### src/rtl/spim_pkg.sv
package spim_pkg;

    localparam int IDX_W        = 32;
    localparam int ELEM_W       = 64;
    localparam int NSUB_W       = 4;
    localparam int DIMS_REG_W   = 32;
    localparam int PERM_REG_W   = 24;
    localparam int PERM_FIELD_W = 3;
    localparam int CFG_DATA_W   = 32;
    localparam int CFG_INDEX_W  = 2;
    // reciprocal of a dimension scaled by 2^IDX_W, dimension one needs the extra bit
    localparam int RECIP_W      = IDX_W + 1;

    typedef enum logic [CFG_INDEX_W-1:0] {
        CFG_NUM_SUBSYSTEMS = 2'd0,
        CFG_DIMS_PACKED    = 2'd1,
        CFG_PERM_PACKED    = 2'd2
    } cfg_index_t;

endpackage

### src/rtl/spim_permute.sv
module spim_permute
    import spim_pkg::*;
#(
    parameter int MAX_SUBSYSTEMS = 8,
    parameter int DIM_BITS       = 4
)
(
    input  logic                                        clk,
    input  logic                                        rst_n,
    input  logic                                        en,
    input  logic                                        in_valid,
    input  logic [IDX_W-1:0]                            in_row_rem,
    input  logic [IDX_W-1:0]                            in_col_rem,
    input  logic [MAX_SUBSYSTEMS*DIM_BITS-1:0]          in_row_dig,
    input  logic [MAX_SUBSYSTEMS*DIM_BITS-1:0]          in_col_dig,
    input  logic [ELEM_W-1:0]                           in_elem,
    input  logic [MAX_SUBSYSTEMS-1:0]                   sel_ok,
    input  logic [MAX_SUBSYSTEMS*$clog2(MAX_SUBSYSTEMS)-1:0] sel_idx,
    output logic                                        out_valid,
    output logic [MAX_SUBSYSTEMS*DIM_BITS-1:0]          out_row_dig,
    output logic [MAX_SUBSYSTEMS*DIM_BITS-1:0]          out_col_dig,
    output logic [ELEM_W-1:0]                           out_elem,
    output logic                                        out_oor
);

    localparam int SW = $clog2(MAX_SUBSYSTEMS);
    localparam int DV = MAX_SUBSYSTEMS * DIM_BITS;

    logic [DV-1:0]     row_next;
    logic [DV-1:0]     col_next;
    logic              valid_reg;
    logic [DV-1:0]     row_reg;
    logic [DV-1:0]     col_reg;
    logic [ELEM_W-1:0] elem_reg;
    logic              oor_reg;

    always_comb
    begin
        logic [SW-1:0] idx;
        for (int k = 0; k < MAX_SUBSYSTEMS; k++)
        begin
            idx = sel_idx[k*SW +: SW];
            if (sel_ok[k])
            begin
                row_next[k*DIM_BITS +: DIM_BITS] = in_row_dig[idx*DIM_BITS +: DIM_BITS];
                col_next[k*DIM_BITS +: DIM_BITS] = in_col_dig[idx*DIM_BITS +: DIM_BITS];
            end
            else
            begin
                row_next[k*DIM_BITS +: DIM_BITS] = '0;
                col_next[k*DIM_BITS +: DIM_BITS] = '0;
            end
        end
    end

    always_ff @(posedge clk or negedge rst_n)
    begin
        if (!rst_n)
        begin
            valid_reg <= 1'b0;
        end
        else if (en)
        begin
            valid_reg <= in_valid;
        end
    end

    // a quotient left after all digits means the index reached the dimension product
    always_ff @(posedge clk)
    begin
        if (en)
        begin
            row_reg  <= row_next;
            col_reg  <= col_next;
            elem_reg <= in_elem;
            oor_reg  <= (in_row_rem != '0) || (in_col_rem != '0);
        end
    end

    assign out_valid   = valid_reg;
    assign out_row_dig = row_reg;
    assign out_col_dig = col_reg;
    assign out_elem    = elem_reg;
    assign out_oor     = oor_reg;

endmodule

### config.mk
export PLATFORM = sky130hd
export DESIGN_NAME = spim_permute
export DESIGN_NICKNAME = d
export VERILOG_FILES = /design/src/rtl/spim_pkg.sv /design/src/rtl/spim_permute.sv
export SDC_FILE = /design/constraint.sdc
export NUM_CORES = 1
export LEC_CHECK = 0
export ABC_CLOCK_PERIOD_IN_PS = 1300
export BUFFER_PORTS_ARGS = -buffer_cell sky130_fd_sc_hd__buf_4
export CAP_MARGIN = 10
export CORE_ASPECT_RATIO = 0.9
export CORE_MARGIN = 5
export CORE_UTILIZATION = 48
export DETAILED_ROUTE_END_ITERATION = 8
export GPL_ROUTABILITY_DRIVEN = 1
export HOLD_SLACK_MARGIN = 0.08
export PLACE_DENSITY = 0.83
export SLEW_MARGIN = 20
export SYNTH_ARGS = -nofsm -noshare
export SYNTH_HDL_FRONTEND = slang
export SYNTH_SLANG_ARGS = --single-unit
### constraint.sdc
create_clock -name clk -period 1.3 [get_ports clk]
set_input_delay 0.195 -clock clk [delete_from_list [all_inputs] [get_ports clk]]
set_output_delay 0.195 -clock clk [all_outputs]
set_load 0.05 [all_outputs]
**After elaboration in Yosys (flattened, before gate mapping)**

Cells that the tools add are included.

- Flip-flop bits (word level): 130
- Input bits: 228

- Shift-type cells: 16
- Reductions and logical operators: 3

Operators by type and width:

| cell | number |
|---|---|
| $shiftx A32 B6 Y4 | 16 |
| $reduce_bool A32 Y1 | 2 |
| $logic_or A1 B1 Y1 | 1 |

**Logic depth before layout (Yosys ltp)**

Gate-level depths: netlist (run 1).

- Depth in word-level cells: 2
- Depth in mapped cells: 5
- Mapped depth without buffers: 3

**Worst setup path after synthesis (run 1)**

Ideal clock, no wire load.

- Path type: input to register
- From: in sel_idx[15]
- To: reg col_reg[21], in the netlist out_col_dig[21] (data pin)
- Required time: 1044 ps
- Data arrival time: 1191 ps
- Buffers on the path: 2
- Stages on the path: 5
- Setup slack: -147 ps
- Cells stage by stage: buf_2 buf_6 mux4_2 mux2i_1 nor2b_1

- Longest elaborated chain between the ends: 1

Ends and longest elaborated chain:

| what | RTL line | RTL |
|---|---|---|
| from (decl) | spim_permute.sv:18 | `input logic [MAX_SUBSYSTEMS*$clog2(MAX_SUBSYSTEMS)-1:0] sel_idx,` |
| $shiftx A32 B6 Y4 | spim_permute.sv:46 | `col_next[k*DIM_BITS +: DIM_BITS] = in_col_dig[idx*DIM_BITS +: DIM_BITS];` |
| to (signal assigned) | spim_permute.sv:74 | `col_reg <= col_next;` |
| to (decl) | spim_permute.sv:33 | `logic [DV-1:0] col_reg;` |

No other way between the ends.
A chain may end at the register's enable or synchronous reset.

**Worst setup path in the final report (run 1)**

- From: reg col_reg[16], in the netlist out_col_dig[16]
- To: out out_col_dig[16]

RTL lines:

| what | RTL line | RTL |
|---|---|---|
| to (decl) | spim_permute.sv:21 | `output logic [MAX_SUBSYSTEMS*DIM_BITS-1:0] out_col_dig,` |

No word-level cell between the ends.

==> impl_metrics.py, run 1 <==
metrics = {
    "place": {
        "dp_hpwl_mm": 22.9,
        "dpl_cell_area_mm2": 0.0114,
        "numPortBuffers": 357,
        "place_congestion": 0.994,
    },
    "sta": {
        "maxSlewViolCount": 0,
        "timing.fmax_ghz": 0.788,
        "rsz0062_at_grt": "false",
        "fin_setup_tns_ps": 0,
        "period_share": 0.976,
        "skew_ps": 0,
        "finalHoldViolations": 0,
        "fin_crit_ps": 1270,
        "max_slew.worst_pin.slew_ps": 420,
        "finalSetupViolations": 0,
        "relSlewSlack": 0.718,
    },
    "worst_setup_path": {
        "cp_cell_sequence": "buf_4",
        "rrSetupSlack_ps": 520,
        "setup.worst_path.start": "out_col_dig[16]",
        "crit_family": "flip-flops",
        "crit_cells": 1,
        "worstPathArrival_ps": 1070,
        "worstReg2RegStart": "out_valid",
        "cpPeakStageDelay_ps": 430,
        "critical_path_class": "reg2out",
        "cp-start-kind": "flop",
        "worstPathMaxFanout": 1,
        "critPathRequiredTime_ps": 1110,
        "ff2ff_path_depth": 1,
        "endpoint": "out_col_dig[16]",
        "slowest_stage": "edfxtp_1",
        "end_kind": "output port",
        "path_buf_inv": 1,
        "r2r_end": "out_valid",
    },
    "power": {
        "powerDensity_mw_per_mm2": 1140,
        "ir_drop_uv": 818,
        "power.switching_uw": 4750,
        "switching_share": 0.329,
        "p_seq_frac": 0.360,
        "p_int_uw": 9670,
        "clkPwrFrac": 0.329,
        "p_leak_uw": 0.00516,
        "power_frac_comb": 0.311,
    },
    "floorplanning": {
        "initial_utilization": 0.485,
        "row_count": 46,
        "fp.dieW_um": 150,
        "die_height_um": 136,
        "core_area_mm2": 0.0175,
        "io_pins": 358,
        "dieArea_mm2": 0.0204,
    },
    "synthesis": {
        "synth_fp_nets": 672,
        "avgSynthCellArea_um2": 19.1,
        "seq_area_frac_synth": 0.459,
        "ys_types": 15,
        "yosys_warnings": 0,
        "syn_inst": 444,
        "ys_ff_latch": 130,
        "syn_area_mm2": 0.00849,
    },
    "flow_run": {
        "drv_cap": 0,
    },
    "cts": {
        "cts_setup_buffers": 0,
        "cts_max_path_buffers": 2,
        "worst_skew_pair.late_latency_ps": 420,
        "cts.sinks": 130,
        "htreeDepth": 4,
        "numCtsBuffers": 17,
        "cts_root_buf": "clkbuf_16",
        "cts_tree": "done",
        "cts.reportedPaths.clkPinSlew_ps": 70,
    },
    "drt": {
        "num_vias": 6992,
        "ant_nets": 0,
        "via_per_inst": 6.14,
        "wl_per_cell_um": 28.2,
        "drt-pass1-iter-count": 7,
        "drc": 0,
        "drt_first_iter_violations": 803,
        "wl_mm": 32.2,
    },
    "grt": {
        "grt_pass1_wl_mm": 47.0,
        "grtUsageTotal": 0.316,
        "grt_max_degree": 45,
        "grt_pass1_vias": 7482,
        "overflow": 0,
        "antenna_found_initial": 0,
    },
    "cells_and_area": {
        "final_nets": 1113,
        "drive_above_1_share": 0.601,
        "design_area_mm2": 0.0127,
        "final_common_cell": "buf_4",
        "synthToLayoutAreaGrowth_pct": 49.5,
        "nFillCells": 1139,
        "final_cell_mix": "buf_4, edfxtp_1, mux4_2",
    },
    "outcome": {
        "run_status": "completed",
    },
    "worst_hold_path": {
        "hold_path.class": "in2reg",
    },
}
-- flip-flops by register name, indices dropped and copies added, names as in the netlist --
name	count
out_elem	64
out_col_dig	32
out_row_dig	32
out_oor	1
out_valid	1
-- what timing repair did --
action / CTS / global route
hold buffers: 67 / 0
hold endpoints to repair: 66 / 0
gates resized for setup: 0 / 2
setup endpoints to repair: 0 / 1
-- cell usage after synthesis --
| cell type | n | area (um2) |
|---|---|---|
| mux4_1 | 54 | 1420 |
| nor4_1 | 16 | 100 |
| dfrtp_1 | 1 | 25.0 |
| buf_2 | 15 | 75.1 |
| clkbuf_1 | 3 | 11.3 |
| edfxtp_1 | 129 | 3870 |
| nand4_1 | 4 | 25.0 |
| buf_4 | 4 | 30.0 |
| buf_6 | 9 | 101 |
| buf_12 | 5 | 100 |
| mux2i_1 | 64 | 641 |
| or4_1 | 1 | 7.51 |
| nor2b_1 | 64 | 400 |
| mux4_2 | 74 | 1670 |
| mux2_2 | 1 | 11.3 |
-- power groups by stage --
stage                     Sequential [uW]  Clock [uW]  Combinational, uW
after floorplan                      6540           0               1280
after CTS                            5170        4740               4420
after global routing                 5210        5000               4660
after detailed placement             5250           0               4240
final                                5180        4750               4480
after global placement               5240           0               4170
-- final cells by class --
cell class,instances,area [um2],area share
Clock buffer,18,429,0.0338
Multi-Input combinational cell,278,4220,0.332
Sequential cell,130,3900,0.307
Tap cell,240,300,0.0237
Timing Repair Buffer,458,3690,0.291
Antenna cell,1,2.50,0.000197
Clock inverter,14,145,0.0114
-- worst min-delay path by stage --
stage          startpoint  slack [ps]              end  depth (start not counted)
2_1_floorplan       rst_n        -100        out_valid                          0
3_3_place_gp        rst_n         -30        out_valid                          1
3_5_place_dp        rst_n         -30        out_valid                          1
4_1_cts         sel_ok[6]         120  out_row_dig[27]                          2
5_1_grt         sel_ok[6]         140  out_row_dig[27]                          2
6_report        sel_ok[6]         140  out_col_dig[27]                          2
-- stage by stage --
stage                     hold slack (ps)  instances   util  power [uW]  setup slack [ps]
after global placement              -29.7       1039  0.653        9400              -425
after global routing                  139       1138  0.725       14900              14.2
after floorplan                      -101        444      -        7820             -53.5
after detailed placement            -27.5       1039  0.653        9490              -432
final                                 140       1139  0.725       14400              31.0
after CTS                             120       1138  0.724       14300              8.39
-- routing by layer --
| metal | track usage | wire length, um |
|---|---|---|
| met1 | 0.377 | 11100 |
| met2 | 0.537 | 16100 |
| met3 | 0.106 | 3750 |
| met4 | 0.115 | 1250 |
| met5 | 0 | 0 |
-- logic make-up (layout without fill, tap and decap cells) --
logic type             count (synthesis)  count (layout)  share of synthesized area
multiplexers                         193             193                      0.440
flip-flops                           130             130                      0.459
AND/OR/NAND/NOR                       85              85                     0.0628
buffers and inverters                 36             490                     0.0374
other                                  0               1                          0
No activity file was read; power rests on OpenSTA's default activity.
==> run 2: changes to the inputs <==
CTS_BUF_LIST = sky130_fd_sc_hd__clkbuf_16   (was default)
==> impl_metrics.py, run 2 (same netlist as run 1, synthesis figures left out) <==
metrics = {
    "cells_and_area": {
        "largest_register_ffs": 64,
        "nFillCells": 1139,
        "synthToLayoutAreaGrowth_pct": 49.5,
        "final_nets": 1113,
        "final_core_utilization": 0.725,
        "drive_above_1_share": 0.601,
        "final_cell_mix": "buf_4, edfxtp_1, mux4_2",
        "design_area_mm2": 0.0127,
        "fin_cells": 1139,
        "final_common_cell": "buf_4",
    },
    "sta": {
        "skew_ps": 0,
        "timing.fmax_ghz": 0.787,
        "fin_ws_ps": 29.0,
        "fin_crit_ps": 1270,
        "max_slew.worst_pin.slew_ps": 420,
        "finalSetupViolations": 0,
        "rsz0062_at_grt": "false",
        "maxSlewViolCount": 0,
        "relSlewSlack": 0.717,
        "finalHoldViolations": 0,
        "period_share": 0.978,
    },
    "flow_run": {
        "drv_cap": 0,
    },
    "drt": {
        "via_per_inst": 6.12,
        "drc": 0,
        "wl_per_cell_um": 28.2,
        "drt-pass1-iter-count": 7,
        "drt_first_iter_violations": 726,
        "ant_nets": 0,
        "num_vias": 6975,
        "wl_mm": 32.1,
    },
    "cts": {
        "worst_skew_pair.late_latency_ps": 420,
        "cts_root_buf": "clkbuf_16",
        "cts.sinks": 130,
        "htreeDepth": 4,
        "cts_tree": "done",
        "numCtsBuffers": 17,
        "cts.reportedPaths.clkPinSlew_ps": 70,
        "cts_max_path_buffers": 2,
    },
    "power": {
        "p_leak_uw": 0.00517,
        "powerDensity_mw_per_mm2": 1140,
        "finalPower_uw": 14400,
        "ir_drop_uv": 820,
    },
    "place": {
        "dpl_cell_area_mm2": 0.0114,
        "place_congestion": 0.994,
        "dp_hpwl_mm": 22.9,
        "numPortBuffers": 357,
        "dp.cells": 1039,
        "pre_cts_ws_ps": -432,
    },
    "grt": {
        "grtUsageTotal": 0.316,
        "antenna_found_initial": 0,
        "grt_pass1_wl_mm": 47.0,
        "overflow": 0,
        "grt_max_degree": 45,
        "grt_pass1_vias": 7478,
    },
    "worst_setup_path": {
        "crit_family": "flip-flops",
        "worstPathMaxFanout": 1,
        "cp-start-kind": "flop",
        "worstPathArrival_ps": 1080,
        "ff2ff_path_depth": 1,
        "cp_cell_sequence": "buf_4",
        "crit_cells": 1,
        "path_buf_inv": 1,
        "slowest_stage": "edfxtp_1",
        "critPathRequiredTime_ps": 1110,
        "end_kind": "output port",
        "critical_path_class": "reg2out",
        "cpPeakStageDelay_ps": 430,
    },
    "floorplanning": {
        "die_height_um": 136,
        "fp.dieW_um": 150,
        "row_count": 46,
        "io_pins": 358,
        "dieArea_mm2": 0.0204,
        "initial_utilization": 0.485,
        "core_area_mm2": 0.0175,
    },
    "outcome": {
        "run_status": "completed",
    },
    "worst_hold_path": {
        "holdPathStages": 2,
        "hold_path.class": "in2reg",
    },
}
run 2: changes by cell type in the layout (fill, tap and decap cells not counted):
cell | before | now
clkbuf_1 | 1 | 0
inv_1 | 0 | 1
run 2: layer usage:
layer / routed length, um / global-route usage
met5: 0 / 0
met1: 10900 / 0.378
met2: 16200 / 0.537
met3: 3870 / 0.106
met4: 1140 / 0.115
run 2: metrics by stage:
stage                     hold slack, ps  setup TNS [ps]
after floorplan                     -101           -2040
after global placement             -29.7          -10540
after detailed placement           -27.5          -11820
after CTS                            120               0
after global routing                 139               0
final                                140               0
run 2: area by class of cell:
type | instances | area (um2) | area share
antenna | 1 | 2.50 | 0.000197
clock buffer | 17 | 425 | 0.0335
clock inverter | 15 | 149 | 0.0117
multi-input combinational | 278 | 4220 | 0.332
sequential | 130 | 3900 | 0.307
tap | 240 | 300 | 0.0237
timing repair buffer | 458 | 3690 | 0.291
run 2: final timing paths:
kind                                 start               to  slack (ps)
setup / recovery           out_col_dig[16]  out_col_dig[16]          30
hold / removal                   sel_ok[6]  out_col_dig[27]         140
setup reg to reg                 out_valid        out_valid         520
hold reg to reg                  out_valid        out_valid         570
max in group asynchronous            rst_n        out_valid         530
min in group asynchronous            rst_n        out_valid         650
run 2: power by group:
group | leakage (uW) | switching [uW] | total (uW) | internal [uW]
Clock | 0.000270 | 2060 | 4750 | 2690
Combinational | 0.00363 | 2560 | 4480 | 1920
Sequential | 0.00126 | 138 | 5180 | 5050
Total | 0.00516 | 4750 | 14400 | 9660
run 2: what timing repair did:
item / in CTS / in global routing
buffers inserted: 0 / 0
gates resized for setup: 0 / 2
hold endpoints to repair: 66 / 0
setup endpoints to repair: 0 / 1
hold buffers: 67 / 0
