===== src/rtl/spim_pkg.sv =====
package spim_pkg;

    localparam int IDX_W        = 32;
    localparam int ELEM_W       = 64;
    localparam int NSUB_W       = 4;
    localparam int DIMS_REG_W   = 32;
    localparam int PERM_REG_W   = 24;
    localparam int PERM_FIELD_W = 3;
    localparam int CFG_DATA_W   = 32;
    localparam int CFG_INDEX_W  = 2;
    // reciprocal of a dimension scaled by 2^IDX_W, dimension one needs the extra bit
    localparam int RECIP_W      = IDX_W + 1;

    typedef enum logic [CFG_INDEX_W-1:0] {
        CFG_NUM_SUBSYSTEMS = 2'd0,
        CFG_DIMS_PACKED    = 2'd1,
        CFG_PERM_PACKED    = 2'd2
    } cfg_index_t;

endpackage


===== src/rtl/spim_join.sv =====
module spim_join
    import spim_pkg::*;
#(
    parameter int MAX_SUBSYSTEMS = 8,
    parameter int DIM_BITS       = 4,
    parameter int POS            = 0
)
(
    input  logic                               clk,
    input  logic                               rst_n,
    input  logic                               en,
    input  logic                               in_valid,
    input  logic [IDX_W-1:0]                   in_row_acc,
    input  logic [IDX_W-1:0]                   in_col_acc,
    input  logic [MAX_SUBSYSTEMS*DIM_BITS-1:0] in_row_dig,
    input  logic [MAX_SUBSYSTEMS*DIM_BITS-1:0] in_col_dig,
    input  logic [ELEM_W-1:0]                  in_elem,
    input  logic                               in_oor,
    input  logic [DIM_BITS:0]                  pdim,
    output logic                               out_valid,
    output logic [IDX_W-1:0]                   out_row_acc,
    output logic [IDX_W-1:0]                   out_col_acc,
    output logic [MAX_SUBSYSTEMS*DIM_BITS-1:0] out_row_dig,
    output logic [MAX_SUBSYSTEMS*DIM_BITS-1:0] out_col_dig,
    output logic [ELEM_W-1:0]                  out_elem,
    output logic                               out_oor
);

    localparam int DV = MAX_SUBSYSTEMS * DIM_BITS;

    logic [IDX_W-1:0]  row_acc_next;
    logic [IDX_W-1:0]  col_acc_next;
    logic              valid_reg;
    logic [IDX_W-1:0]  row_acc_reg;
    logic [IDX_W-1:0]  col_acc_reg;
    logic [DV-1:0]     row_dig_reg;
    logic [DV-1:0]     col_dig_reg;
    logic [ELEM_W-1:0] elem_reg;
    logic              oor_reg;

    // wraps modulo 2^32
    assign row_acc_next = IDX_W'(in_row_acc * IDX_W'(pdim))
                        + IDX_W'(in_row_dig[POS*DIM_BITS +: DIM_BITS]);
    assign col_acc_next = IDX_W'(in_col_acc * IDX_W'(pdim))
                        + IDX_W'(in_col_dig[POS*DIM_BITS +: DIM_BITS]);

    always_ff @(posedge clk or negedge rst_n)
    begin
        if (!rst_n)
        begin
            valid_reg <= 1'b0;
        end
        else if (en)
        begin
            valid_reg <= in_valid;
        end
    end

    always_ff @(posedge clk)
    begin
        if (en)
        begin
            row_acc_reg <= row_acc_next;
            col_acc_reg <= col_acc_next;
            row_dig_reg <= in_row_dig;
            col_dig_reg <= in_col_dig;
            elem_reg    <= in_elem;
            oor_reg     <= in_oor;
        end
    end

    assign out_valid   = valid_reg;
    assign out_row_acc = row_acc_reg;
    assign out_col_acc = col_acc_reg;
    assign out_row_dig = row_dig_reg;
    assign out_col_dig = col_dig_reg;
    assign out_elem    = elem_reg;
    assign out_oor     = oor_reg;

endmodule


===== config.mk =====
export PLATFORM = sky130hd
export DESIGN_NAME = spim_join
export DESIGN_NICKNAME = d
export VERILOG_FILES = /design/src/rtl/spim_pkg.sv /design/src/rtl/spim_join.sv
export SDC_FILE = /design/constraint.sdc
export NUM_CORES = 1
export LEC_CHECK = 0
export ABC_AREA = 1
export BUFFER_PORTS_ARGS = -buffer_cell sky130_fd_sc_hd__buf_2
export CAP_MARGIN = 20
export CORE_MARGIN = 2
export CORE_UTILIZATION = 36
export DETAILED_ROUTE_END_ITERATION = 8
export PLACE_DENSITY = 0.67
export SYNTH_ARGS = -nofsm -noshare
export SYNTH_HDL_FRONTEND = slang
export SYNTH_SLANG_ARGS = --single-unit

===== constraint.sdc =====
create_clock -name clk -period 0.91 [get_ports clk]
set_clock_uncertainty 0.15 [all_clocks]
set_input_delay 0 -clock clk [delete_from_list [all_inputs] [get_ports clk]]
set_output_delay 0 -clock clk [all_outputs]
set_load 0.02 [all_outputs]

# [Word-level counts from Yosys, hierarchy flattened]
# Index checks and enable logic that the tools add are counted.
[word_totals] register_bits=194 input_bits=202 out_inout_bits=194 word_cells=11
[op_classes] addsub=2 n_mul=2
[op_table] cell="32-bit by 4-bit adder with 32-bit output" n=2
[op_table] cell="32-bit by 5-bit multiplier with 32-bit output" n=2

# [Depth between registers and ports, before layout]
# Gate-level depths: netlist (run 1).
[depth] word_depth=2 ltp_mapped=22 depth_no_buf=20

# [Worst setup path after synthesis (run 1)]
# Ideal clock, no wire load.
[synth_timing] path_kind="input -> register" from="input port pdim[2]" to="register col_acc_reg[17], in the netlist out_col_acc[17], data pin" setup_ps=259 arrival_time_ps=3269 required_ps=501 setup_slack_ps=-2767 cell_stages=16 n_path_buf=3 cell_sequence="buf_2 > buf_2 > buf_1 > nand2_1 > fa_1 > fa_1 > fa_1 > inv_1 > ha_1 > or2_0 > and2_4 > nand2_1 > nand2_1 > nand3_1 > nand2_1 > xor2_1"
[synth_via] elab_chain_cells=2
[synth_rtl] item="start, declared" line_no="spim_join.sv:19" text="input logic [DIM_BITS:0] pdim,"
[synth_rtl] item="32-bit by 5-bit multiplier with 32-bit output" line_no="spim_join.sv:44" text="assign col_acc_next = IDX_W'(in_col_acc * IDX_W'(pdim))"
[synth_rtl] item="32-bit by 4-bit adder with 32-bit output" line_no="spim_join.sv:45" text="+ IDX_W'(in_col_dig[POS*DIM_BITS +: DIM_BITS]);"
[synth_rtl] item="via col_acc_next[17]" line_no="spim_join.sv:32" text="logic [IDX_W-1:0] col_acc_next;"
[synth_rtl] item="end signal, assigned" line_no="spim_join.sv:64" text="col_acc_reg <= col_acc_next;"
[synth_rtl] item="end, declared" line_no="spim_join.sv:35" text="logic [IDX_W-1:0] col_acc_reg;"
# The timed path passes the listed nets, and every way through them passes these cells.
# A chain may end at the register's enable or synchronous reset.

# [Worst setup path in the final report (run 1)]
[layout_timing] from="input port pdim[0]" to="register col_acc_reg[19], in the netlist out_col_acc[19], data pin"
# The elaborated chain is that of the path after synthesis.

==> run summary, run 1 <==
### Outcome
- finished, violations left — status
- hold timing, setup timing — violated checks

### Pwr
- 33.8 mW — cell internal power dissipation
- 2170 nW/um^2 — pwr/cell area
- 0.657 — combinational share of power
- 15.2 nW — Static Leakage
- 0.126 — clock power share
- 60.9 mW — overall power after layout
- 1.13 mV — worst-case vdd ir drop
- 27.0 mW — switching pwr
- 0.217 — Seq pwr share
- 0.444 — Switching Fraction

### Synthesis
- 2704 — net count after synthesis
- sky130_fd_sc_hd__edfxtp_1 — Yosys top cell by area
- 34 — number of library cell types mapped by synthesis
- sky130_fd_sc_hd__inv_1, sky130_fd_sc_hd__nand2_1, sky130_fd_sc_hd__edfxtp_1, sky130_fd_sc_hd__fa_1, sky130_fd_sc_hd__ha_1 — Commonest cells post-synth
- 0.326 — part of the Yosys area used for sequential elements
- 8.08 um^2 — mean instance size in the synthesized netlist
- 0.325 — proportion of netlist area held by the largest area contributor
- 193 — number of synthesized flops with an enable pin
- 17800 um^2 — cell area after technology mapping
- sky130_fd_sc_hd__edfxtp_1 — most used flip-flop cell after synthesis
- 194 — synthesized flop and latch total
- 2206 — synthesized instance count
- sky130_fd_sc_hd__edfxtp_1, sky130_fd_sc_hd__fa_1, sky130_fd_sc_hd__inv_1 — largest cells by area after synthesis
- 0.00515 — share of synthesized flip-flops with an asynchronous set or reset
- sky130_fd_sc_hd__inv_1 — count leader, synth
- 0 — count of warnings emitted by yosys

### STA
- 324 MHz — highest clock frequency the design can meet
- 3090 ps — post-route minimum period
- 258 — final setup violation count
- -206 ps — Worst Hold Margin
- 0.810 — worst-case headroom to the max-slew limit
- 282 ps — slew at the pin with the worst max-slew slack
- -2180 ps — final setup margin
- true — unrepaired setup endpoints after global routing
- 76 — number of failing hold endpoints at the final stage
- 3.39 — final cycle utilization of the critical path
- 0 — max-slew violations

### Global routing
- 89300 um — global-route wire length before repair
- 0 — gr ovfl total
- 0.230 — total track usage
- 20 — antenna violations before repair
- 39 — largest net degree at the start of global routing
- 17000 — number of global-route vias before repair

### Clock tree
- 80 ps — clock slew at reported path FFs
- 194 — total number of clock tree sinks
- 132 — # hold bufs at CTS
- 470 ps — clk_lat worst skew
- sky130_fd_sc_hd__clkbuf_16 — root cell of the clock tree
- 17 — TritonCTS Buffers
- 4 — count of H-tree levels built during CTS
- 2 — maximum root-to-sink buffer count
- done — clock tree from TritonCTS

### Critical path
- sky130_fd_sc_hd__fa_1 — cell at the slowest stage of the critical path
- sky130_fd_sc_hd__nand2_1 — cell repeated most along the worst path
- 3170 ps — endpoint arrival time on the critical path
- 8 — Crit path buffers/inverters
- register — CP endpoint kind
- in2reg — worst setup path class
- 7 — Max FO, Critical Path
- adder cells — cell class contributing the biggest share of worst-path delay
- buf_16 > buf_6 > buf_16 > buf_4 > nand2_1 > inv_1 > ha_4 > fa_1 > inv_1 > fa_1 > inv_2 > ha_4 > nand2_4 > inv_1 > nand2_1 > nand2_2 > a21oi_4 > nand2_4 > nand2_2 > nand2_1 > nand2_1 > nand2_1 — cells along the critical path
- input pin — sort of element at the start of the critical path
- 990 ps — WP data required
- 550 ps — slowest stage delay, CP

### Place
- 0.906 — RePlAce Congestion
- 42500 um — DPL Wire Length
- 395 — IO Port Bufs
- 23000 um^2 — Placement Cell Area

### Drt
- 4.54 — mean number of vias per cell
- 0 — # DRC
- 59300 um — total routed wirelength
- 16500 — vias post-DR
- 906 — number of DRC markers after the initial detailed-route iteration
- 6 — first-pass iteration count of the detailed router
- 16.4 um — routed len/inst
- 0 — number of nets with antenna violations after routing

### Die
- 49000 um^2 — Std-Cell Core Area
- 396 — count of boundary I/O pins
- 227 um — die height
- 0.364 — Starting Density
- 81 — floorplan row count
- 51300 um^2 — floorplan die area
- 227 um — die span in x

### Finish
- 4204 — layout filler cell count
- 5820 um^2 — Storage cell area
- 0.397 — share of final-layout standard cells stronger than drive strength 1
- 57.2% — signed area change from the synthesized netlist to the final layout
- 11700 um^2 — multi-input logic area
- 3439 — Final #Nets
- 28000 um^2 — final design instance area without fill

### Flow run
- 0 — Max Cap Viol

### Hold path
- in2reg — worst hold path class

per-stage QoR:
stage	setup TNS (ps)	hold WS [ps]	util	instances	setup WS (ps)
2_1_floorplan	-130510	-446	-	2206	-2360
6_report	-166480	-206	0.573	3628	-2180
3_3_place_gp	-162180	-375	0.470	3400	-2790
5_1_grt	-181840	-247	0.573	3623	-2250
4_1_cts	-172100	-264	0.555	3603	-2070
3_5_place_dp	-165130	-374	0.470	3400	-2740
path summary, 6_finish.rpt:
path / start / endpoint / cells past startpoint / slack (ps)
setup / recovery: pdim[0] / out_col_acc[19]$_DFFE_PP_ / 22 / -2180
hold / removal: en / out_elem[24]$_DFFE_PP_ / 1 / -210
setup reg to reg: out_valid$_DFFE_PN0P_ / out_valid$_DFFE_PN0P_ / 1 / -20
hold reg to reg: out_valid$_DFFE_PN0P_ / out_valid$_DFFE_PN0P_ / 1 / 390
max in group asynchronous: rst_n / out_valid$_DFFE_PN0P_ / 3 / 280
min in group asynchronous: rst_n / out_valid$_DFFE_PN0P_ / 3 / 210
metal layers:
layer / GRT usage / vias to the layer above / wire length (um)
met5: 0 / - / 122
met3: 0.0539 / 88 / 4040
met2: 0.399 / 505 / 29300
li1: - / 7955 / -
met4: 0.0550 / 20 / 845
met1: 0.291 / 7887 / 25000
cells in the final DEF (no fill, tap or decap), types with 5 or more instances in the layout:
cell | Yosys | routed
sky130_fd_sc_hd__inv_1 | 711 | 606
sky130_fd_sc_hd__nand2_1 | 672 | 496
sky130_fd_sc_hd__buf_2 | 4 | 329
sky130_fd_sc_hd__edfxtp_1 | 193 | 193
sky130_fd_sc_hd__buf_4 | 1 | 154
sky130_fd_sc_hd__fa_1 | 172 | 150
sky130_fd_sc_hd__dlygate4sd3_1 | 0 | 132
sky130_fd_sc_hd__nand2_2 | 11 | 124
sky130_fd_sc_hd__inv_2 | 1 | 102
sky130_fd_sc_hd__buf_6 | 0 | 84
sky130_fd_sc_hd__ha_4 | 0 | 64
sky130_fd_sc_hd__ha_1 | 124 | 60
sky130_fd_sc_hd__nand2_4 | 0 | 59
sky130_fd_sc_hd__nand3_1 | 62 | 46
sky130_fd_sc_hd__nor2_4 | 0 | 34
sky130_fd_sc_hd__nor2_1 | 74 | 28
sky130_fd_sc_hd__buf_16 | 0 | 25
sky130_fd_sc_hd__fa_2 | 0 | 22
sky130_fd_sc_hd__nor2_2 | 9 | 21
sky130_fd_sc_hd__clkbuf_16 | 0 | 21
sky130_fd_sc_hd__xor2_1 | 28 | 20
sky130_fd_sc_hd__a21oi_4 | 0 | 18
sky130_fd_sc_hd__nand4_1 | 18 | 18
sky130_fd_sc_hd__a21oi_2 | 0 | 17
sky130_fd_sc_hd__buf_12 | 0 | 16
sky130_fd_sc_hd__nand3_2 | 6 | 13
sky130_fd_sc_hd__diode_2 | 0 | 10
sky130_fd_sc_hd__a21oi_1 | 44 | 9
sky130_fd_sc_hd__nand3_4 | 0 | 9
sky130_fd_sc_hd__xor2_2 | 0 | 8
sky130_fd_sc_hd__clkinv_8 | 0 | 7
sky130_fd_sc_hd__o21bai_1 | 9 | 6
sky130_fd_sc_hd__o21ai_0 | 13 | 5
sky130_fd_sc_hd__o21ai_2 | 0 | 5
power by group through the flow:
| stage | logic, mW | registers, mW | clock network, mW |
|---|---|---|---|
| floorplan | 18.0 | 15.6 | 0 |
| global placement | 31.5 | 13.2 | 0 |
| detailed placement | 31.7 | 13.2 | 0 |
| CTS | 37.3 | 13.2 | 7.96 |
| global route | 43.6 | 13.4 | 8.22 |
| finish | 40.0 | 13.2 | 7.67 |
state kept, by name, summed over array words and instances, names as in the netlist:
signal,count
out_row_dig,32
out_col_acc,32
out_valid,1
out_oor,1
out_elem,64
out_row_acc,32
out_col_dig,32
final cells by class:
type	count	area share
multi-input combinational	1267	0.419
timing repair buffer	749	0.225
sequential	194	0.208
inverter	712	0.0957
tap	664	0.0296
clock buffer	17	0.0152
clock inverter	15	0.00669
antenna	10	0.000892
timing repair:
item / in CTS / in global routing
cloned: 21 / 4
endpoints found under the setup margin: 257 / 258
pin swaps: 82 / 101
endpoints found under the hold margin: 310 / 153
gates resized for setup: 415 / 223
buffers inserted: 18 / 11
kinds of logic after synthesis:
family	Yosys count	share of synthesized area
and+or+nand+nor	869	0.199
buffers and inverters	745	0.157
adders and majority gates	296	0.280
DFF	194	0.326
AOI/OAI and AO/OA	73	0.0224
xor gates and xnor gates	28	0.0138
muxes	1	0.000631
Power figures use the tool's default switching activity.
==> run 2, diff against run 1 <==
- ABC_AREA: 1 -> default
- PLACE_DENSITY: 0.67 -> 0.68
==> run summary, run 2 <==
### Outcome
- finished, violations left — status, unchanged
- hold timing, setup timing — violated checks, unchanged

### Clock tree
- sky130_fd_sc_hd__clkbuf_16 — root cell of the clock tree, unchanged
- 4 — count of H-tree levels built during CTS, unchanged
- 450 ps — clk_lat worst skew, was 470 ps
- 80 ps — clock slew at reported path FFs, about the same
- 17 — TritonCTS Buffers, unchanged
- 194 — total number of clock tree sinks, unchanged
- done — clock tree from TritonCTS, unchanged
- 2 — maximum root-to-sink buffer count, unchanged

### Synthesis
- 194 — synthesized flop and latch total, unchanged
- sky130_fd_sc_hd__edfxtp_1 — Yosys top cell by area, unchanged
- 2007 — net count after synthesis, was 2704
- 0 — count of warnings emitted by yosys, unchanged
- 71 — number of library cell types mapped by synthesis, was 34
- 10.9 um^2 — mean instance size in the synthesized netlist, was 8.08 um^2
- 16400 um^2 — cell area after technology mapping, was 17800 um^2
- 0.353 — proportion of netlist area held by the largest area contributor, was 0.325
- sky130_fd_sc_hd__edfxtp_1 — most used flip-flop cell after synthesis, unchanged
- 193 — number of synthesized flops with an enable pin, unchanged
- 0.355 — part of the Yosys area used for sequential elements, was 0.326
- sky130_fd_sc_hd__inv_1 — count leader, synth, unchanged
- 0.00515 — share of synthesized flip-flops with an asynchronous set or reset, unchanged
- 1509 — synthesized instance count, was 2206
- sky130_fd_sc_hd__inv_1, sky130_fd_sc_hd__and2_1, sky130_fd_sc_hd__edfxtp_1, sky130_fd_sc_hd__fa_1, sky130_fd_sc_hd__ha_1 — Commonest cells post-synth, was sky130_fd_sc_hd__inv_1, sky130_fd_sc_hd__nand2_1, sky130_fd_sc_hd__edfxtp_1, sky130_fd_sc_hd__fa_1, sky130_fd_sc_hd__ha_1
- sky130_fd_sc_hd__edfxtp_1, sky130_fd_sc_hd__fa_1, sky130_fd_sc_hd__and2_1 — largest cells by area after synthesis, was sky130_fd_sc_hd__edfxtp_1, sky130_fd_sc_hd__fa_1, sky130_fd_sc_hd__inv_1

### Finish
- sky130_fd_sc_hd__inv_1 — commonest non-fill, non-tap cell in the layout, unchanged
- 0.412 — share of final-layout standard cells stronger than drive strength 1, was 0.397
- sky130_fd_sc_hd__inv_1, sky130_fd_sc_hd__and2_1, sky130_fd_sc_hd__buf_2 — top library cells by usage in the layout, fill and taps aside, was sky130_fd_sc_hd__inv_1, sky130_fd_sc_hd__nand2_1, sky130_fd_sc_hd__buf_2
- 0.578 — post-layout utilization of the core, was 0.573
- 64 — number of flip-flops under the largest register name, unchanged
- 2781 — Final #Nets, was 3439
- 59.2% — signed area change from the synthesized netlist to the final layout, was 57.2%
- 2904 — final std cells w/o fill, was 3628
- 3656 — layout filler cell count, was 4204

### Critical path
- 3750 ps — endpoint arrival time on the critical path, was 3170 ps
- 970 ps — WP data required, was 990 ps
- input pin — sort of element at the start of the critical path, unchanged
- sky130_fd_sc_hd__fa_1 — cell repeated most along the worst path, was sky130_fd_sc_hd__nand2_1
- sky130_fd_sc_hd__fa_1 — cell at the slowest stage of the critical path, unchanged
- register — CP endpoint kind, unchanged
- 8 — Max FO, Critical Path, was 7
- -20 ps — register-to-register path setup slack, about the same
- in2reg — worst setup path class, unchanged
- 500 ps — slowest stage delay, CP, was 550 ps
- buf_16 > buf_12 > and2_4 > fa_1 > fa_1 > inv_1 > fa_1 > inv_2 > ha_4 > a21o_1 > a211oi_4 > nand3b_1 > a21oi_4 > a2111oi_4 > o2111a_1 > a211o_1 — cells along the critical path, was buf_16 > buf_6 > buf_16 > buf_4 > nand2_1 > inv_1 > ha_4 > fa_1 > inv_1 > fa_1 > inv_2 > ha_4 > nand2_4 > inv_1 > nand2_1 > nand2_2 > a21oi_4 > nand2_4 > nand2_2 > nand2_1 > nand2_1 > nand2_1

### Global routing
- 0 — gr ovfl total, unchanged
- 0.202 — total track usage, was 0.230
- 14600 — number of global-route vias before repair, was 17000
- 46 — largest net degree at the start of global routing, was 39
- 17 — antenna violations before repair, was 20
- 74100 um — global-route wire length before repair, was 89300 um

### Place
- 2668 — number of cells after detailed placement, was 3400
- 0.866 — RePlAce Congestion, was 0.906
- 33400 um — DPL Wire Length, was 42500 um
- 395 — IO Port Bufs, unchanged

### Die
- 45200 um^2 — Std-Cell Core Area, was 49000 um^2
- 217 um — die height, was 227 um
- 47300 um^2 — floorplan die area, was 51300 um^2
- 0.363 — Starting Density, was 0.364
- 396 — count of boundary I/O pins, unchanged
- 217 um — die span in x, was 227 um
- 78 — floorplan row count, was 81

### Drt
- 501 — number of DRC markers after the initial detailed-route iteration, was 906
- 48600 um — total routed wirelength, was 59300 um
- 0 — number of nets with antenna violations after routing, unchanged
- 4 — first-pass iteration count of the detailed router, was 6
- 13700 — vias post-DR, was 16500
- 0 — # DRC, unchanged
- 4.73 — mean number of vias per cell, was 4.54
- 16.8 um — routed len/inst, was 16.4 um

### STA
- true — unrepaired setup endpoints after global routing, unchanged
- 0.693 — worst-case headroom to the max-slew limit, was 0.810
- 271 MHz — highest clock frequency the design can meet, was 324 MHz
- 258 — final setup violation count, unchanged
- -2780 ps — final setup margin, was -2180 ps
- -184740 ps — setup TNS, was -166480 ps
- -135 ps — Worst Hold Margin, was -206 ps
- 3690 ps — post-route minimum period, was 3090 ps
- 0 — max-slew violations, unchanged
- 155 — number of failing hold endpoints at the final stage, was 76
- 4.05 — final cycle utilization of the critical path, was 3.39
- 458 ps — slew at the pin with the worst max-slew slack, was 282 ps

### Pwr
- 1.44 mV — worst-case vdd ir drop, was 1.13 mV
- 12.0 nW — Static Leakage, was 15.2 nW
- 2140 nW/um^2 — pwr/cell area, was 2170 nW/um^2

### Hold path
- in2reg — worst hold path class, unchanged

### Flow run
- 0 — Max Cap Viol, unchanged

-- run 2: cell count changes in the layout (fill, tap and decap cells not counted), sizes merged, moves of 13 or more --
cell,before,now
nand2,683,74
inv,718,321
and2,3,270
nand3,68,8
nor2,83,29
buf,608,658
xnor2,0,43
a21o,2,26
a21oi,44,57
-- run 2: cell type report --
class,instances,area [um^2],share of cell area
Sequential cell,194,5820,0.223
Clock inverter,14,184,0.00704
Tap cell,600,751,0.0287
Timing Repair Buffer,793,7040,0.269
Antenna cell,8,20.0,0.000767
Multi-Input combinational cell,965,10700,0.410
Clock buffer,18,429,0.0164
Inverter,312,1170,0.0448
-- run 2: path summary, 6_finish.rpt --
check | cells past startpoint | to | from
hold / removal | 2 | out_elem[41]$_DFFE_PP_ | en
min in group asynchronous | 3 | out_valid$_DFFE_PN0P_ | rst_n
setup reg to reg | 1 | out_valid$_DFFE_PN0P_ | out_valid$_DFFE_PN0P_
setup / recovery | 16 | out_col_acc[31]$_DFFE_PP_ | pdim[3]
hold reg to reg | 1 | out_valid$_DFFE_PN0P_ | out_valid$_DFFE_PN0P_
max in group asynchronous | 3 | out_valid$_DFFE_PN0P_ | rst_n
-- run 2: power breakdown --
part / internal [mW] / switching, mW / total, mW
Clock: 3.99 / 3.71 / 7.70
Combinational: 17.8 / 16.9 / 34.8
Sequential: 12.6 / 0.866 / 13.5
-- run 2: logic make-up after synthesis --
logic type                 Yosys count  share of synthesized area
AOI/OAI and AO/OA                  173                     0.0748
xor gates and xnor gates            61                     0.0335
adders and majority gates          296                      0.304
buffers and inverters              350                     0.0810
DFF                                194                      0.355
muxes                                5                    0.00320
and+or+nand+nor                    430                      0.148
-- run 2: worst max-delay path, delay by kind of cell --
kind / cells / cell delay (ps)
fa+ha+maj: 4 / 1680
buf+inv: 4 / 370
compound gates: 6 / 1380
simple gates: 2 / 300
-- run 2: layer usage --
metal | wire length [um] | vias to the layer above | global-route usage | part of all wire
met5 | 130 | - | 0 | 0.0027
met2 | 24400 | 347 | 0.352 | 0.50
met3 | 2910 | 78 | 0.0517 | 0.060
met4 | 1030 | 20 | 0.0530 | 0.021
li1 | - | 6426 | - | -
met1 | 20200 | 6854 | 0.247 | 0.41
-- run 2: stage by stage --
step | setup WS [ps] | total power, mW | area [um^2]
after floorplan | -2980 | 30.4 | 17000
after global placement | -3220 | 39.8 | 21100
after detailed placement | -3290 | 40.3 | 21100
after CTS | -2710 | 52.7 | 24900
after global routing | -2870 | 59.8 | 26100
final | -2780 | 56.0 | 26100
-- run 2: what timing repair did --
action / CTS / global route
pin swaps: 92 / 95
endpoints found under the hold margin: 317 / 185
buffers inserted: 29 / 25
endpoints found under the setup margin: 257 / 258
cloned: 20 / 0
gates resized for setup: 264 / 331
hold buffers: 132 / 2
==> run 3, diff against run 2 <==
- PLACE_DENSITY: 0.68 -> 0.63
- SETUP_SLACK_MARGIN: default -> 0.05
- SLEW_MARGIN: default -> 20
==> run summary, run 3 (synthesis gave the netlist of run 2 again) <==
### Outcome
- finished, violations left — status, unchanged
- hold timing, setup timing — violated checks, unchanged

### Critical path
- 5 — Crit path buffers/inverters, was 4
- register — CP endpoint kind, unchanged
- adder cells — cell class contributing the biggest share of worst-path delay, unchanged
- buf_12 > buf_12 > buf_12 > and2_4 > fa_2 > fa_1 > inv_1 > fa_1 > inv_2 > ha_4 > a21o_1 > a21oi_4 > nand3b_1 > a21oi_4 > a2111oi_4 > nor2_2 > a211o_1 — cells along the critical path, was buf_16 > buf_12 > and2_4 > fa_1 > fa_1 > inv_1 > fa_1 > inv_2 > ha_4 > a21o_1 > a211oi_4 > nand3b_1 > a21oi_4 > a2111oi_4 > o2111a_1 > a211o_1
- sky130_fd_sc_hd__fa_1 — cell at the slowest stage of the critical path, unchanged
- in2reg — worst setup path class, unchanged
- 7 — Max FO, Critical Path, was 8
- -20 ps — register-to-register path setup slack, about the same
- 3710 ps — endpoint arrival time on the critical path, was 3750 ps
- sky130_fd_sc_hd__buf_12 — cell repeated most along the worst path, was sky130_fd_sc_hd__fa_1
- input pin — sort of element at the start of the critical path, unchanged
- 970 ps — WP data required, about the same
- 490 ps — slowest stage delay, CP, was 500 ps

### Die
- 217 um — die span in x, unchanged
- 47300 um^2 — floorplan die area, unchanged
- 0.363 — Starting Density, unchanged
- 45200 um^2 — Std-Cell Core Area, unchanged
- 396 — count of boundary I/O pins, unchanged
- 217 um — die height, unchanged
- 78 — floorplan row count, unchanged

### Drt
- 0 — number of nets with antenna violations after routing, unchanged
- 48200 um — total routed wirelength, was 48600 um
- 13500 — vias post-DR, was 13700
- 0 — # DRC, unchanged
- 5 — first-pass iteration count of the detailed router, was 4
- 4.65 — mean number of vias per cell, was 4.73
- 531 — number of DRC markers after the initial detailed-route iteration, was 501
- 16.6 um — routed len/inst, was 16.8 um

### Finish
- 59.1% — signed area change from the synthesized netlist to the final layout, was 59.2%
- sky130_fd_sc_hd__inv_1 — commonest non-fill, non-tap cell in the layout, unchanged
- 64 — number of flip-flops under the largest register name, unchanged
- 0.409 — share of final-layout standard cells stronger than drive strength 1, was 0.412
- 2781 — Final #Nets, unchanged
- 3719 — layout filler cell count, was 3656
- 26100 um^2 — final design instance area without fill, about the same
- 0.578 — post-layout utilization of the core, about the same
- sky130_fd_sc_hd__inv_1, sky130_fd_sc_hd__buf_2, sky130_fd_sc_hd__and2_1 — top library cells by usage in the layout, fill and taps aside, was sky130_fd_sc_hd__inv_1, sky130_fd_sc_hd__and2_1, sky130_fd_sc_hd__buf_2

### Global routing
- 14300 — number of global-route vias before repair, was 14600
- 0.195 — total track usage, was 0.202
- 0 — gr ovfl total, unchanged
- 72200 um — global-route wire length before repair, was 74100 um
- 17 — antenna violations before repair, unchanged
- 51 — largest net degree at the start of global routing, was 46

### Clock tree
- sky130_fd_sc_hd__clkbuf_16 — root cell of the clock tree, unchanged
- done — clock tree from TritonCTS, unchanged
- 4 — count of H-tree levels built during CTS, unchanged
- 450 ps — clk_lat worst skew, about the same
- 17 — TritonCTS Buffers, unchanged
- 2 — maximum root-to-sink buffer count, unchanged
- 194 — total number of clock tree sinks, unchanged
- 80 ps — clock slew at reported path FFs, about the same

### STA
- 3640 ps — post-route minimum period, was 3690 ps
- 0 — max-slew violations, unchanged
- 120 — number of failing hold endpoints at the final stage, was 155
- -205 ps — Worst Hold Margin, was -135 ps
- 0.690 — worst-case headroom to the max-slew limit, was 0.693
- 4.00 — final cycle utilization of the critical path, was 4.05
- true — unrepaired setup endpoints after global routing, unchanged
- 258 — final setup violation count, unchanged
- 275 MHz — highest clock frequency the design can meet, was 271 MHz
- -2730 ps — final setup margin, was -2780 ps
- 454 ps — slew at the pin with the worst max-slew slack, was 458 ps

### Pwr
- 34.0 mW — cell internal power dissipation, was 34.4 mW
- 2130 nW/um^2 — pwr/cell area, was 2140 nW/um^2
- 0.136 — clock power share, was 0.138
- 12.0 nW — Static Leakage, about the same
- 21.5 mW — switching pwr, about the same
- 1.34 mV — worst-case vdd ir drop, was 1.44 mV
- 0.243 — Seq pwr share, was 0.241
- 0.622 — combinational share of power, was 0.621
- 0.387 — Switching Fraction, was 0.384
- 55.5 mW — overall power after layout, was 56.0 mW

### Place
- 0.852 — RePlAce Congestion, was 0.866
- 33200 um — DPL Wire Length, was 33400 um
- 21100 um^2 — Placement Cell Area, about the same
- 395 — IO Port Bufs, unchanged

### Hold path
- in2reg — worst hold path class, unchanged

### Flow run
- 0 — Max Cap Viol, unchanged

run 3: changes by cell type in the layout (fill, tap and decap cells not counted), moves of 4 or more:
cell / change
sky130_fd_sc_hd__buf_16: -10
sky130_fd_sc_hd__and2_4: +5
sky130_fd_sc_hd__nand2_2: -5
sky130_fd_sc_hd__inv_1: +7
sky130_fd_sc_hd__bufbuf_16: +4
sky130_fd_sc_hd__clkbuf_16: +4
sky130_fd_sc_hd__and2_1: -5
sky130_fd_sc_hd__inv_2: -7
sky130_fd_sc_hd__buf_4: +5
sky130_fd_sc_hd__nand2_1: +5
run 3: final cells by class:
class | instances | area, um^2 | area share
Antenna cell | 10 | 25.0 | 0.000959
Multi-Input combinational cell | 965 | 10700 | 0.411
Clock buffer | 17 | 425 | 0.0163
Inverter | 312 | 1170 | 0.0449
Tap cell | 600 | 751 | 0.0288
Sequential cell | 194 | 5820 | 0.223
Clock inverter | 15 | 174 | 0.00666
Timing Repair Buffer | 793 | 7000 | 0.268
run 3: per-stage QoR:
step,setup TNS (ps),std cells,setup slack (ps)
after detailed placement,-178990,2674,-3330
after global placement,-176310,2674,-3270
after floorplan,-151860,1509,-2980
final,-183810,2906,-2730
after CTS,-186830,2873,-2690
after global routing,-198740,2903,-2830
run 3: worst paths after layout:
kind	from	to	cells after the start
hold / removal	en	out_valid$_DFFE_PN0P_	2
setup reg to reg	out_valid$_DFFE_PN0P_	out_valid$_DFFE_PN0P_	1
min in group asynchronous	rst_n	out_valid$_DFFE_PN0P_	3
setup / recovery	pdim[3]	out_col_acc[31]$_DFFE_PP_	17
hold reg to reg	out_valid$_DFFE_PN0P_	out_valid$_DFFE_PN0P_	1
max in group asynchronous	rst_n	out_valid$_DFFE_PN0P_	3
run 3: metal layers:
metal / up-vias / track usage / wire (um)
met5: - / 0 / 92
met4: 14 / 0.0518 / 817
met3: 52 / 0.0480 / 2760
met2: 311 / 0.342 / 24100
met1: 6695 / 0.240 / 20500
li1: 6432 / - / -
run 3: timing repair:
item | 4_1_cts | 5_1_grt
endpoints found under the setup margin | 257 | 258
buffers inserted | 23 | 19
pin swaps | 69 | 91
cloned | 13 | 5
endpoints found under the hold margin | 329 | 200
hold buffers | 132 | 2
resized for setup | 243 | 326
run 3: power groups by stage:
stage / clock network, mW / logic, mW / registers, mW
after detailed placement: 0 / 27.2 / 13.3
after global placement: 0 / 26.7 / 13.2
after floorplan: 0 / 14.6 / 15.7
after global routing: 8.12 / 37.7 / 13.6
after CTS: 7.78 / 31.3 / 13.2
final: 7.54 / 34.5 / 13.5
